## src/hw/rtl/mfle_pkg.sv

```systemverilog
// Package for the mbox From-line escaper: character codes, sizes and the command type.
package mfle_pkg;

  localparam int unsigned WIN_DEPTH = 5;
  localparam int unsigned FILL_W    = $clog2(WIN_DEPTH + 1);
  localparam int unsigned SLOTS     = WIN_DEPTH + 2;
  localparam int unsigned CNT_W     = $clog2(SLOTS + 1);

  localparam logic [7:0] CH_GT = 8'h3E;
  localparam logic [7:0] CH_LF = 8'h0A;
  localparam logic [7:0] CH_F  = 8'h46;

  // "rom " that must follow the 'F'
  localparam logic [WIN_DEPTH-2:0][7:0] TAIL_ROM = {8'h20, 8'h6D, 8'h6F, 8'h72};

  // One command from the front to the back.
  typedef struct packed {
    logic                           quote;     // emit '>' before head
    logic                           head_vld;  // emit head
    logic [7:0]                     head;
    logic [WIN_DEPTH-1:0][7:0]      win;       // flush bytes, win[0] first
    logic [FILL_W-1:0]              cnt;       // flush byte count, 0 if not last
  } cmd_t;

endpackage

```

## src/hw/rtl/mfle_front.sv

```systemverilog
// Front: lookahead window, line-start tracking and "From " detection.
module mfle_front (
  input  logic          clk_i,
  input  logic          rst_ni,
  input  logic          in_valid_i,
  output logic          in_stall_o,
  input  logic [7:0]    in_byte_i,
  input  logic          in_last_i,
  input  logic          q_full_i,
  output logic          q_push_o,
  output mfle_pkg::cmd_t q_cmd_o
);
  import mfle_pkg::*;

  logic [WIN_DEPTH-1:0][7:0] win_q, win_d, win_new;
  logic [FILL_W-1:0]         fill_q, fill_d, fill_new;
  logic                      als_q, als_d, als_new;
  logic                      accept, full5, tail_ok;
  cmd_t                      cmd;

  assign in_stall_o = q_full_i;
  assign accept     = in_valid_i && !q_full_i;
  assign full5      = (fill_q == FILL_W'(WIN_DEPTH));
  assign tail_ok    = (win_q[WIN_DEPTH-1:1] == TAIL_ROM);

  always_comb begin
    win_new      = win_q;
    fill_new     = fill_q;
    als_new      = als_q;
    cmd          = '0;
    cmd.head     = win_q[0];
    if (full5) begin
      cmd.head_vld = 1'b1;
      if (win_q[0] == CH_LF) begin
        als_new = 1'b1;
      end else if (win_q[0] != CH_GT) begin
        cmd.quote = (win_q[0] == CH_F) && als_q && tail_ok;
        als_new   = 1'b0;
      end
      win_new = {in_byte_i, win_q[WIN_DEPTH-1:1]};
    end else begin
      for (int i = 0; i < WIN_DEPTH; i++) begin
        if (fill_q == FILL_W'(i)) begin
          win_new[i] = in_byte_i;
        end
      end
      fill_new = fill_q + 1'b1;
    end
    cmd.win = win_new;
    if (in_last_i) begin
      cmd.cnt = fill_new;
    end

    win_d  = win_q;
    fill_d = fill_q;
    als_d  = als_q;
    if (accept) begin
      if (in_last_i) begin
        win_d  = '0;
        fill_d = '0;
        als_d  = 1'b0;
      end else begin
        win_d  = win_new;
        fill_d = fill_new;
        als_d  = als_new;
      end
    end
  end

  assign q_push_o = accept && (cmd.head_vld || in_last_i);
  assign q_cmd_o  = cmd;

  always_ff @(posedge clk_i or negedge rst_ni) begin
    if (!rst_ni) begin
      win_q  <= '0;
      fill_q <= '0;
      als_q  <= 1'b0;
    end else begin
      win_q  <= win_d;
      fill_q <= fill_d;
      als_q  <= als_d;
    end
  end

endmodule

```

## src/hw/rtl/mfle_cmd_fifo.sv

```systemverilog
// Two-entry command queue between front and back.
module mfle_cmd_fifo (
  input  logic           clk_i,
  input  logic           rst_ni,
  input  logic           push_i,
  input  mfle_pkg::cmd_t wdata_i,
  output logic           full_o,
  input  logic           pop_i,
  output logic           vld_o,
  output mfle_pkg::cmd_t rdata_o
);
  import mfle_pkg::*;

  cmd_t       mem_q [2];
  logic       wptr_q, rptr_q;
  logic [1:0] cnt_q;
  logic       do_push, do_pop;

  assign full_o  = (cnt_q == 2'd2);
  assign vld_o   = (cnt_q != 2'd0);
  assign rdata_o = mem_q[rptr_q];
  assign do_push = push_i && !full_o;
  assign do_pop  = pop_i && vld_o;

  always_ff @(posedge clk_i) begin
    if (do_push) begin
      mem_q[wptr_q] <= wdata_i;
    end
  end

  always_ff @(posedge clk_i or negedge rst_ni) begin
    if (!rst_ni) begin
      wptr_q <= 1'b0;
      rptr_q <= 1'b0;
      cnt_q  <= 2'd0;
    end else begin
      if (do_push) wptr_q <= ~wptr_q;
      if (do_pop)  rptr_q <= ~rptr_q;
      cnt_q <= cnt_q + {1'b0, do_push} - {1'b0, do_pop};
    end
  end

endmodule

```

## src/hw/rtl/mfle_back.sv

```systemverilog
// Back: expands a command into bytes, one per cycle unless stalled.
module mfle_back (
  input  logic           clk_i,
  input  logic           rst_ni,
  input  logic           q_vld_i,
  input  mfle_pkg::cmd_t q_cmd_i,
  output logic           q_pop_o,
  output logic           out_valid_o,
  input  logic           out_stall_i,
  output logic [7:0]     out_byte_o,
  output logic           out_last_o
);
  import mfle_pkg::*;

  logic [SLOTS-1:0][7:0] sh_q, sh_d, ld;
  logic [CNT_W-1:0]      cnt_q, cnt_d, ld_cnt;
  logic                  last_q, last_d;
  logic                  taken;

  // pack the command's bytes into consecutive slots
  always_comb begin
    ld = '0;
    if (q_cmd_i.quote) begin
      ld[0] = CH_GT;
      ld[1] = q_cmd_i.head;
      for (int j = 0; j < WIN_DEPTH; j++) ld[j+2] = q_cmd_i.win[j];
    end else if (q_cmd_i.head_vld) begin
      ld[0] = q_cmd_i.head;
      for (int j = 0; j < WIN_DEPTH; j++) ld[j+1] = q_cmd_i.win[j];
    end else begin
      for (int j = 0; j < WIN_DEPTH; j++) ld[j] = q_cmd_i.win[j];
    end
    ld_cnt = CNT_W'(q_cmd_i.quote) + CNT_W'(q_cmd_i.head_vld) + CNT_W'(q_cmd_i.cnt);
  end

  assign taken   = out_valid_o && !out_stall_i;
  assign q_pop_o = q_vld_i && ((cnt_q == '0) || ((cnt_q == CNT_W'(1)) && taken));

  always_comb begin
    sh_d   = sh_q;
    cnt_d  = cnt_q;
    last_d = last_q;
    if (q_pop_o) begin
      sh_d   = ld;
      cnt_d  = ld_cnt;
      last_d = (q_cmd_i.cnt != '0);
    end else if (taken) begin
      sh_d  = {8'h00, sh_q[SLOTS-1:1]};
      cnt_d = cnt_q - 1'b1;
    end
  end

  always_ff @(posedge clk_i) begin
    sh_q <= sh_d;
  end

  always_ff @(posedge clk_i or negedge rst_ni) begin
    if (!rst_ni) begin
      cnt_q  <= '0;
      last_q <= 1'b0;
    end else begin
      cnt_q  <= cnt_d;
      last_q <= last_d;
    end
  end

  assign out_valid_o = (cnt_q != '0);
  assign out_byte_o  = sh_q[0];
  assign out_last_o  = last_q && (cnt_q == CNT_W'(1));

endmodule

```

## src/hw/rtl/mbox_from_line_escaper_core.sv

```systemverilog
// Top level of the mbox From-line escaper.
// Takes message bytes (in_last_i on the final one) and gives them back with a '>'
// put before each "From " whose 'F' follows a newline and only '>' characters;
// a "From " at the start of a message and anything in a message's final five bytes
// are never quoted. Each byte is held in a five-byte lookahead window, so output
// trails input by five bytes; the byte flagged last flushes the window. The front
// takes one request per cycle unless the queue is full; the back emits one output
// byte per cycle while the output is not stalled. A request releases at most two
// bytes, up to seven on a last byte. A two-entry command queue between them
// absorbs the end flush; bytes pass the queue, then the back's shift register.
module mbox_from_line_escaper_core (
  input  logic       clk_i,
  input  logic       rst_ni,
  input  logic       in_valid_i,
  output logic       in_stall_o,
  input  logic [7:0] in_byte_i,
  input  logic       in_last_i,
  output logic       out_valid_o,
  input  logic       out_stall_i,
  output logic [7:0] out_byte_o,
  output logic       out_last_o
);
  import mfle_pkg::*;

  cmd_t push_cmd, pop_cmd;
  logic push, full, pop, q_vld;

  mfle_front u_front (
    .clk_i      (clk_i),
    .rst_ni     (rst_ni),
    .in_valid_i (in_valid_i),
    .in_stall_o (in_stall_o),
    .in_byte_i  (in_byte_i),
    .in_last_i  (in_last_i),
    .q_full_i   (full),
    .q_push_o   (push),
    .q_cmd_o    (push_cmd)
  );

  mfle_cmd_fifo u_fifo (
    .clk_i   (clk_i),
    .rst_ni  (rst_ni),
    .push_i  (push),
    .wdata_i (push_cmd),
    .full_o  (full),
    .pop_i   (pop),
    .vld_o   (q_vld),
    .rdata_o (pop_cmd)
  );

  mfle_back u_back (
    .clk_i       (clk_i),
    .rst_ni      (rst_ni),
    .q_vld_i     (q_vld),
    .q_cmd_i     (pop_cmd),
    .q_pop_o     (pop),
    .out_valid_o (out_valid_o),
    .out_stall_i (out_stall_i),
    .out_byte_o  (out_byte_o),
    .out_last_o  (out_last_o)
  );

endmodule

```

## config.mk

```make
export PLATFORM = sky130hd
export DESIGN_NAME = mbox_from_line_escaper_core
export DESIGN_NICKNAME = d
export VERILOG_FILES = /design/src/hw/rtl/mfle_pkg.sv /design/src/hw/rtl/mfle_front.sv /design/src/hw/rtl/mfle_cmd_fifo.sv /design/src/hw/rtl/mfle_back.sv /design/src/hw/rtl/mbox_from_line_escaper_core.sv
export SDC_FILE = /design/constraint.sdc
export NUM_CORES = 1
export LEC_CHECK = 0
export BUFFER_PORTS_ARGS = -buffer_cell sky130_fd_sc_hd__buf_2
export CORE_MARGIN = 2
export CORE_UTILIZATION = 40
export CTS_CLUSTER_SIZE = 30
export DETAILED_ROUTE_END_ITERATION = 10
export GPL_TIMING_DRIVEN = 0
export PLACE_DENSITY = 0.64
export SKIP_CTS_REPAIR_TIMING = 1
export SLEW_MARGIN = 10
export SYNTH_ARGS = -nofsm -noshare
export SYNTH_HDL_FRONTEND = slang
export SYNTH_SLANG_ARGS = --single-unit
```

## constraint.sdc

```tcl
create_clock -name clk_i -period 4.78 [get_ports clk_i]
set_input_delay 0.478 -clock clk_i [delete_from_list [all_inputs] [get_ports clk_i]]
set_output_delay 0.478 -clock clk_i [all_outputs]
set_load 0.1 [all_outputs]
```

Word level (Yosys, flattened, before mapping) --
Memory sizes are Yosys's and may differ from the RTL's. Cells that the tools add are included.
Storage, ports and cells: latch bits 0, logic and storage cells 89, memory bits (writable) 106, flip-flop bits (word level) 108, ROM bits 0, memories 1
Cells by class: shift-type cells 0, equality and inequality tests 11, multiplexer cells 27, $mul 0, add/sub/neg operators 6, bitwise operators 2, reductions and logical operators 23, divide/modulo/power cells 0, $lt $le $gt $ge 0
Memory list:
- u_fifo.mem_q | words 2, bits a word 53, rd ports 1, clocked after memory_dff 0, wr ports 1, RTL line mfle_cmd_fifo.sv:14 | cmd_t mem_q [2];
Operators by type and width (count):
- $mux 40 | 3
- $mux 56 | 2
- $mux 8 | 7
- $mux 48 | 1
- $eq 32x30->1 const B | 1
- $mux 3 | 5
- $logic_and 1x1->1 | 10
- $reduce_bool 3->1 | 3
- $eq 8x4->1 const B | 1
- $eq 8x7->1 const B | 1
- $mux 1 | 8
- $ne 8x6->1 const B | 1
- $eq 3x1->1 const B | 2
- $eq 3x2->1 const B | 2
- $eq 3x3->1 const B | 2
- $logic_not 3->1 | 2
- $reduce_bool 2->1 | 3
- $add 3x1->3 const B | 1
- $add 3x3->3 | 1
- $reduce_and 3->1 | 1
- $sub 3x1->3 const B | 1
- $add 1x1->2 | 1
- $add 2x1->2 | 1
- $eq 2x2->1 const B | 1
- 5 further kinds | 8

Longest topological paths before layout --
word-level depth 11, depth in mapped cells 12, depth with buffers taken out 10

Cells and area by module --
A second synthesis with hierarchy kept.
Second synthesis, totals: cells, all modules 777, area, all modules 10955.5 um^2
By module, submodules not included:
- mfle_cmd_fifo | area each 4277.9 um^2, cells an instance 183, instances 1
- mfle_back | area each 3843.7 um^2, cells an instance 303, instances 1
- mfle_front | area each 2834.0 um^2, cells an instance 291, instances 1

Least setup slack after synthesis --
Ideal clock, no wire load.
kind register to register, start point register u_fifo.cnt_q[1], end point memory u_fifo.mem_q[0][0] (netlist bit), enable pin, setup time 529 ps, data required time 4251 ps, arrival 4572 ps, slack -321 ps, cell stages (with the launch flop) 5, path through dfrtp_1 > nand2b_1 > nand2_1 > clkbuf_1 > nor3_1
On the way: word-level cells in the longest chain between the ends 7
RTL lines:
- from (decl) | RTL line mfle_cmd_fifo.sv:16 | logic [1:0] cnt_q;
- from (signal assigned) | RTL line mfle_cmd_fifo.sv:39 | cnt_q <= cnt_q + {1'b0, do_push} - {1'b0, do_pop};
- $eq 2x2->1 * | RTL line mfle_cmd_fifo.sv:19 | assign full_o = (cnt_q == 2'd2);
- $logic_not 1->1 * | RTL line mfle_front.sv:22, mfle_cmd_fifo.sv:22
- $logic_and 1x1->1 | RTL line mfle_front.sv:22 | assign accept = in_valid_i && !q_full_i;
- $logic_and 1x1->1 | RTL line mfle_front.sv:70 | assign q_push_o = accept && (cmd.head_vld || in_last_i);
- $logic_and 1x1->1 * | RTL line mfle_cmd_fifo.sv:22 | assign do_push = push_i && !full_o;
- $mux 1 * | RTL line mfle_cmd_fifo.sv:26 | if (do_push) begin
- $mux 1 (implied by the code) * | RTL line mfle_cmd_fifo.sv:27 | mem_q[wptr_q] <= wdata_i;
- to (decl) | RTL line mfle_cmd_fifo.sv:14
Mark *: on every way between the ends. The rest lies on a longest branch, timed or not.

Worst setup path in the final report --
start point register u_front.fill_q[1], end point memory u_fifo.mem_q[1][6] (netlist bit), enable pin
On the way: word-level cells in the longest chain between the ends 7
RTL lines:
- from (decl) | RTL line mfle_front.sv:16 | logic [FILL_W-1:0] fill_q, fill_d, fill_new;
- from (signal assigned) | RTL line mfle_front.sv:80 | fill_q <= fill_d;
- $eq 3x3->1 | RTL line mfle_front.sv:23 | assign full5 = (fill_q == FILL_W'(WIN_DEPTH));
- $mux 2 | RTL line mfle_front.sv:32 | if (full5) begin
- $logic_or 1x1->1 | RTL line mfle_front.sv:70
- $logic_and 1x1->1 | RTL line mfle_front.sv:70
- $logic_and 1x1->1 | RTL line mfle_cmd_fifo.sv:22
- net u_fifo.do_push | RTL line mfle_cmd_fifo.sv:17 | logic do_push, do_pop;
- $mux 1 | RTL line mfle_cmd_fifo.sv:26
- $mux 1 (implied by the code) | RTL line mfle_cmd_fifo.sv:27
The timed path passes the listed nets, and every way through them passes these cells.

==> metrics.csv <==
metric;value;unit
status;finished clean;
met1_usage;0.2795;
gr-usage-met2;0.2994;
rrSetupSlack;2.00;ns
rr_endpoint;u_fifo.mem_q[1][6]$_DFFE_PP_;
htree_levels;1;
die-area;26760;um^2
path_cells;inv_1 -> ha_1 -> buf_2 -> a21oi_1 -> nor3b_2 -> and2_4;
ios;24;
vias;6687;
grt_usage;0.1916;
wire_per_inst;20.50;um
grt_pass1_vias;6508;
crit_path_end;u_fifo.mem_q[1][6]$_DFFE_PP_;
cp-end-kind;register;
timing.final.ws_setup;2.001;ns
cts_tree;done;
cp-start-kind;register;
worstSetupStartpoint;u_front.fill_q[1]$_DFFE_PN0P_;
ys_async_sr_fraction;0.2430;
slew_viol_final;0;
path_clk_slew;0.06;ns
rows;58;
regArea;6166;um^2
fp.dieW;163.6;um
crit_family;simple AND/OR/NAND/NOR gates;
die_h;163.6;um
final_cell_mix;edfxtp_1, mux2i_1, nand2_1;
crit_buf_inv;2;
cp.arrival;2.91;ns
holdWs;0.03303;ns
fin_skew;0.01529;ns
avgSynthCellArea;12.42;um^2
max_stage_delay;0.73;ns
slew_headroom;0.4987;
synth.yosys.seq_area_share;0.6053;
netlist_instances;820;
grt_pass1_wl;38630;um
met3_usage;0.02717;
hold_viol_final;0;
final_common_cell;edfxtp_1;
synth_flop_cell;edfxtp_1;
period_share;0.5813;
slowest_stage;and2_4;
maxCapViolCount;0;
antenna_left;0;
drc;0;
cts-buffers-inserted;23;
p_leak;4.608;nW
max_freq;359.9;MHz
root_buffer;clkbuf_16;
rsz0062_at_grt;no;
synth_area;10190;um^2
first_pass_iters;5;
clk_latency;0.51;ns
final_nets;897;
cp_num_cells;6;
area_growth;13.11;%
diodes;0;
clock_path_buffers;3;
synth_seq_cells;214;
overflow;0;
min_period;2.779;ns
core;25110;um^2
fillers;2346;
p_per_area;729.1;nW/um^2
drt-total-wl;24930;um
yosys_warnings;0;
drive_gt1_frac;0.1422;
min_path_type;input pin to asynchronous set/reset pin;
port_buffers;22;
worst_slew_pin_slew;0.7519;ns
initial_utilization;0.4057;
top_usage_layer;met2;
cts_sinks;214;
synth_cell_types;46;
cp.required;4.91;ns
fin_tns_setup;0;ns
peakVddDrop;0.4805;mV
multi_input_area;3638;um^2
worstSetupPathType;register to register;
pre_cts_slack;1.930;ns
rr_worst_depth;6;
critical_path.max_fanout;53;
setup_viol;0;
routed_via_density;5.499;
drtIter0Drc;562;
antenna_found_initial;0;
gp_congestion;0.8782;
r2r_start;u_front.fill_q[1]$_DFFE_PN0P_;
grt_max_degree;54;
dp_hpwl;18040;um
syn_nets;846;
synth_edf_count;162;
## metrics by stage
stage / area, um^2 / util / std cells / total power (W)
after global routing: 11520 / 0.4588 / 1216 / 0.008879
after detailed placement: 10790 / 0.4297 / 1176 / 0.006663
after floorplan: 10190 / - / 820 / 0.005650
final: 11520 / 0.4588 / 1216 / 0.008400
after global placement: 10710 / 0.4267 / 1172 / 0.006575
after CTS: 11520 / 0.4588 / 1216 / 0.008419
## where the power goes
group          leakage [nW]  switching (W)  internal (W)
clock                 0.354       0.000700       0.00104
combinational          2.02        0.00234       0.00115
sequential             2.24       0.000299       0.00288
## final cells by class
class | count | area share
Sequential cell | 214 | 0.5352
Clock buffer | 25 | 0.05061
Buffer | 63 | 0.02976
Inverter | 14 | 0.004561
Timing Repair Buffer | 26 | 0.01542
Multi-Input combinational cell | 529 | 0.3158
Tap cell | 330 | 0.03584
Clock inverter | 15 | 0.01282
## synthesized netlist by cell type (2+ instances only)
cell         n  share of area
mux2_1       2         0.0022
nor2_1      56          0.021
a22o_1      43          0.037
nand4_1      3         0.0018
nor2b_1     18          0.011
edfxtp_1   162           0.48
buf_6        4         0.0044
inv_1        8         0.0029
nand2_1     82          0.030
dfrtp_1     52           0.13
nor3_1      12         0.0059
ha_1        12          0.015
o2111ai_1    4         0.0034
clkbuf_1    17         0.0063
buf_1        3         0.0011
a211oi_1    16          0.012
o21ai_1     56          0.028
o311ai_1     3         0.0026
a21boi_0     2         0.0015
nor4b_1      3         0.0026
o22ai_1      3         0.0018
mux2i_1    117           0.11
mux2_2      12          0.013
xnor2_1      5         0.0043
and3_1       2         0.0012
a21oi_1     56          0.028
o21a_1       3         0.0022
buf_4       11         0.0081
buf_2       28          0.014
inv_2        6         0.0022
nor4_1       3         0.0018
and2_1       2         0.0012
## state kept, by name, indices dropped and copies added (netlist names)
| signal | count |
|---|---|
| u_front.win_q | 32 |
| u_fifo.rptr_q | 1 |
| u_fifo.cnt_q | 2 |
| u_front.als_q | 1 |
| u_front.fill_q | 3 |
| u_front.q_cmd_o | 8 |
| u_back.last_q | 1 |
| u_fifo.wptr_q | 1 |
| u_back.sh_q | 48 |
| u_back.out_byte_o | 8 |
| u_fifo.mem_q | 106 |
| u_back.cnt_q | 3 |
## routing by layer
layer  part of all wire  routed length [um]
met2               0.45               11280
met4              0.026                 647
met5                  0                   0
met1               0.47               11700
met3              0.052                1298
## cells by family after synthesis
group                      Yosys count  share of synthesized area
AOI/OAI and AO/OA                  189                     0.1183
xor gates and xnor gates             6                   0.005159
DFF                                214                     0.6053
adders and majority gates           13                    0.01671
muxes                              132                     0.1327
and+or+nand+nor                    189                    0.08304
buffers and inverters               77                    0.03881
## how the worst min path moves through the flow
stage                                  start  depth (start not counted)  slack (ns)                            end
2_1_floorplan                         rst_ni                          0        0.18    u_back.cnt_q[0]$_DFFE_PN0P_
4_1_cts                               rst_ni                          1        0.06      u_fifo.rptr_q$_DFFE_PN0P_
5_1_grt                               rst_ni                          1        0.07  u_front.win_q[17]$_DFFE_PN0P_
3_5_place_dp   u_back.sh_q[53]$_SDFFCE_PN0P_                          2        0.49      u_back.sh_q[45]$_DFFE_PP_
6_report                              rst_ni                          1        0.03  u_front.win_q[18]$_DFFE_PN0P_
3_3_place_gp   u_back.sh_q[52]$_SDFFCE_PN0P_                          2        0.49      u_back.sh_q[44]$_DFFE_PP_
Note: power is estimated with default switching activity, not from simulation.
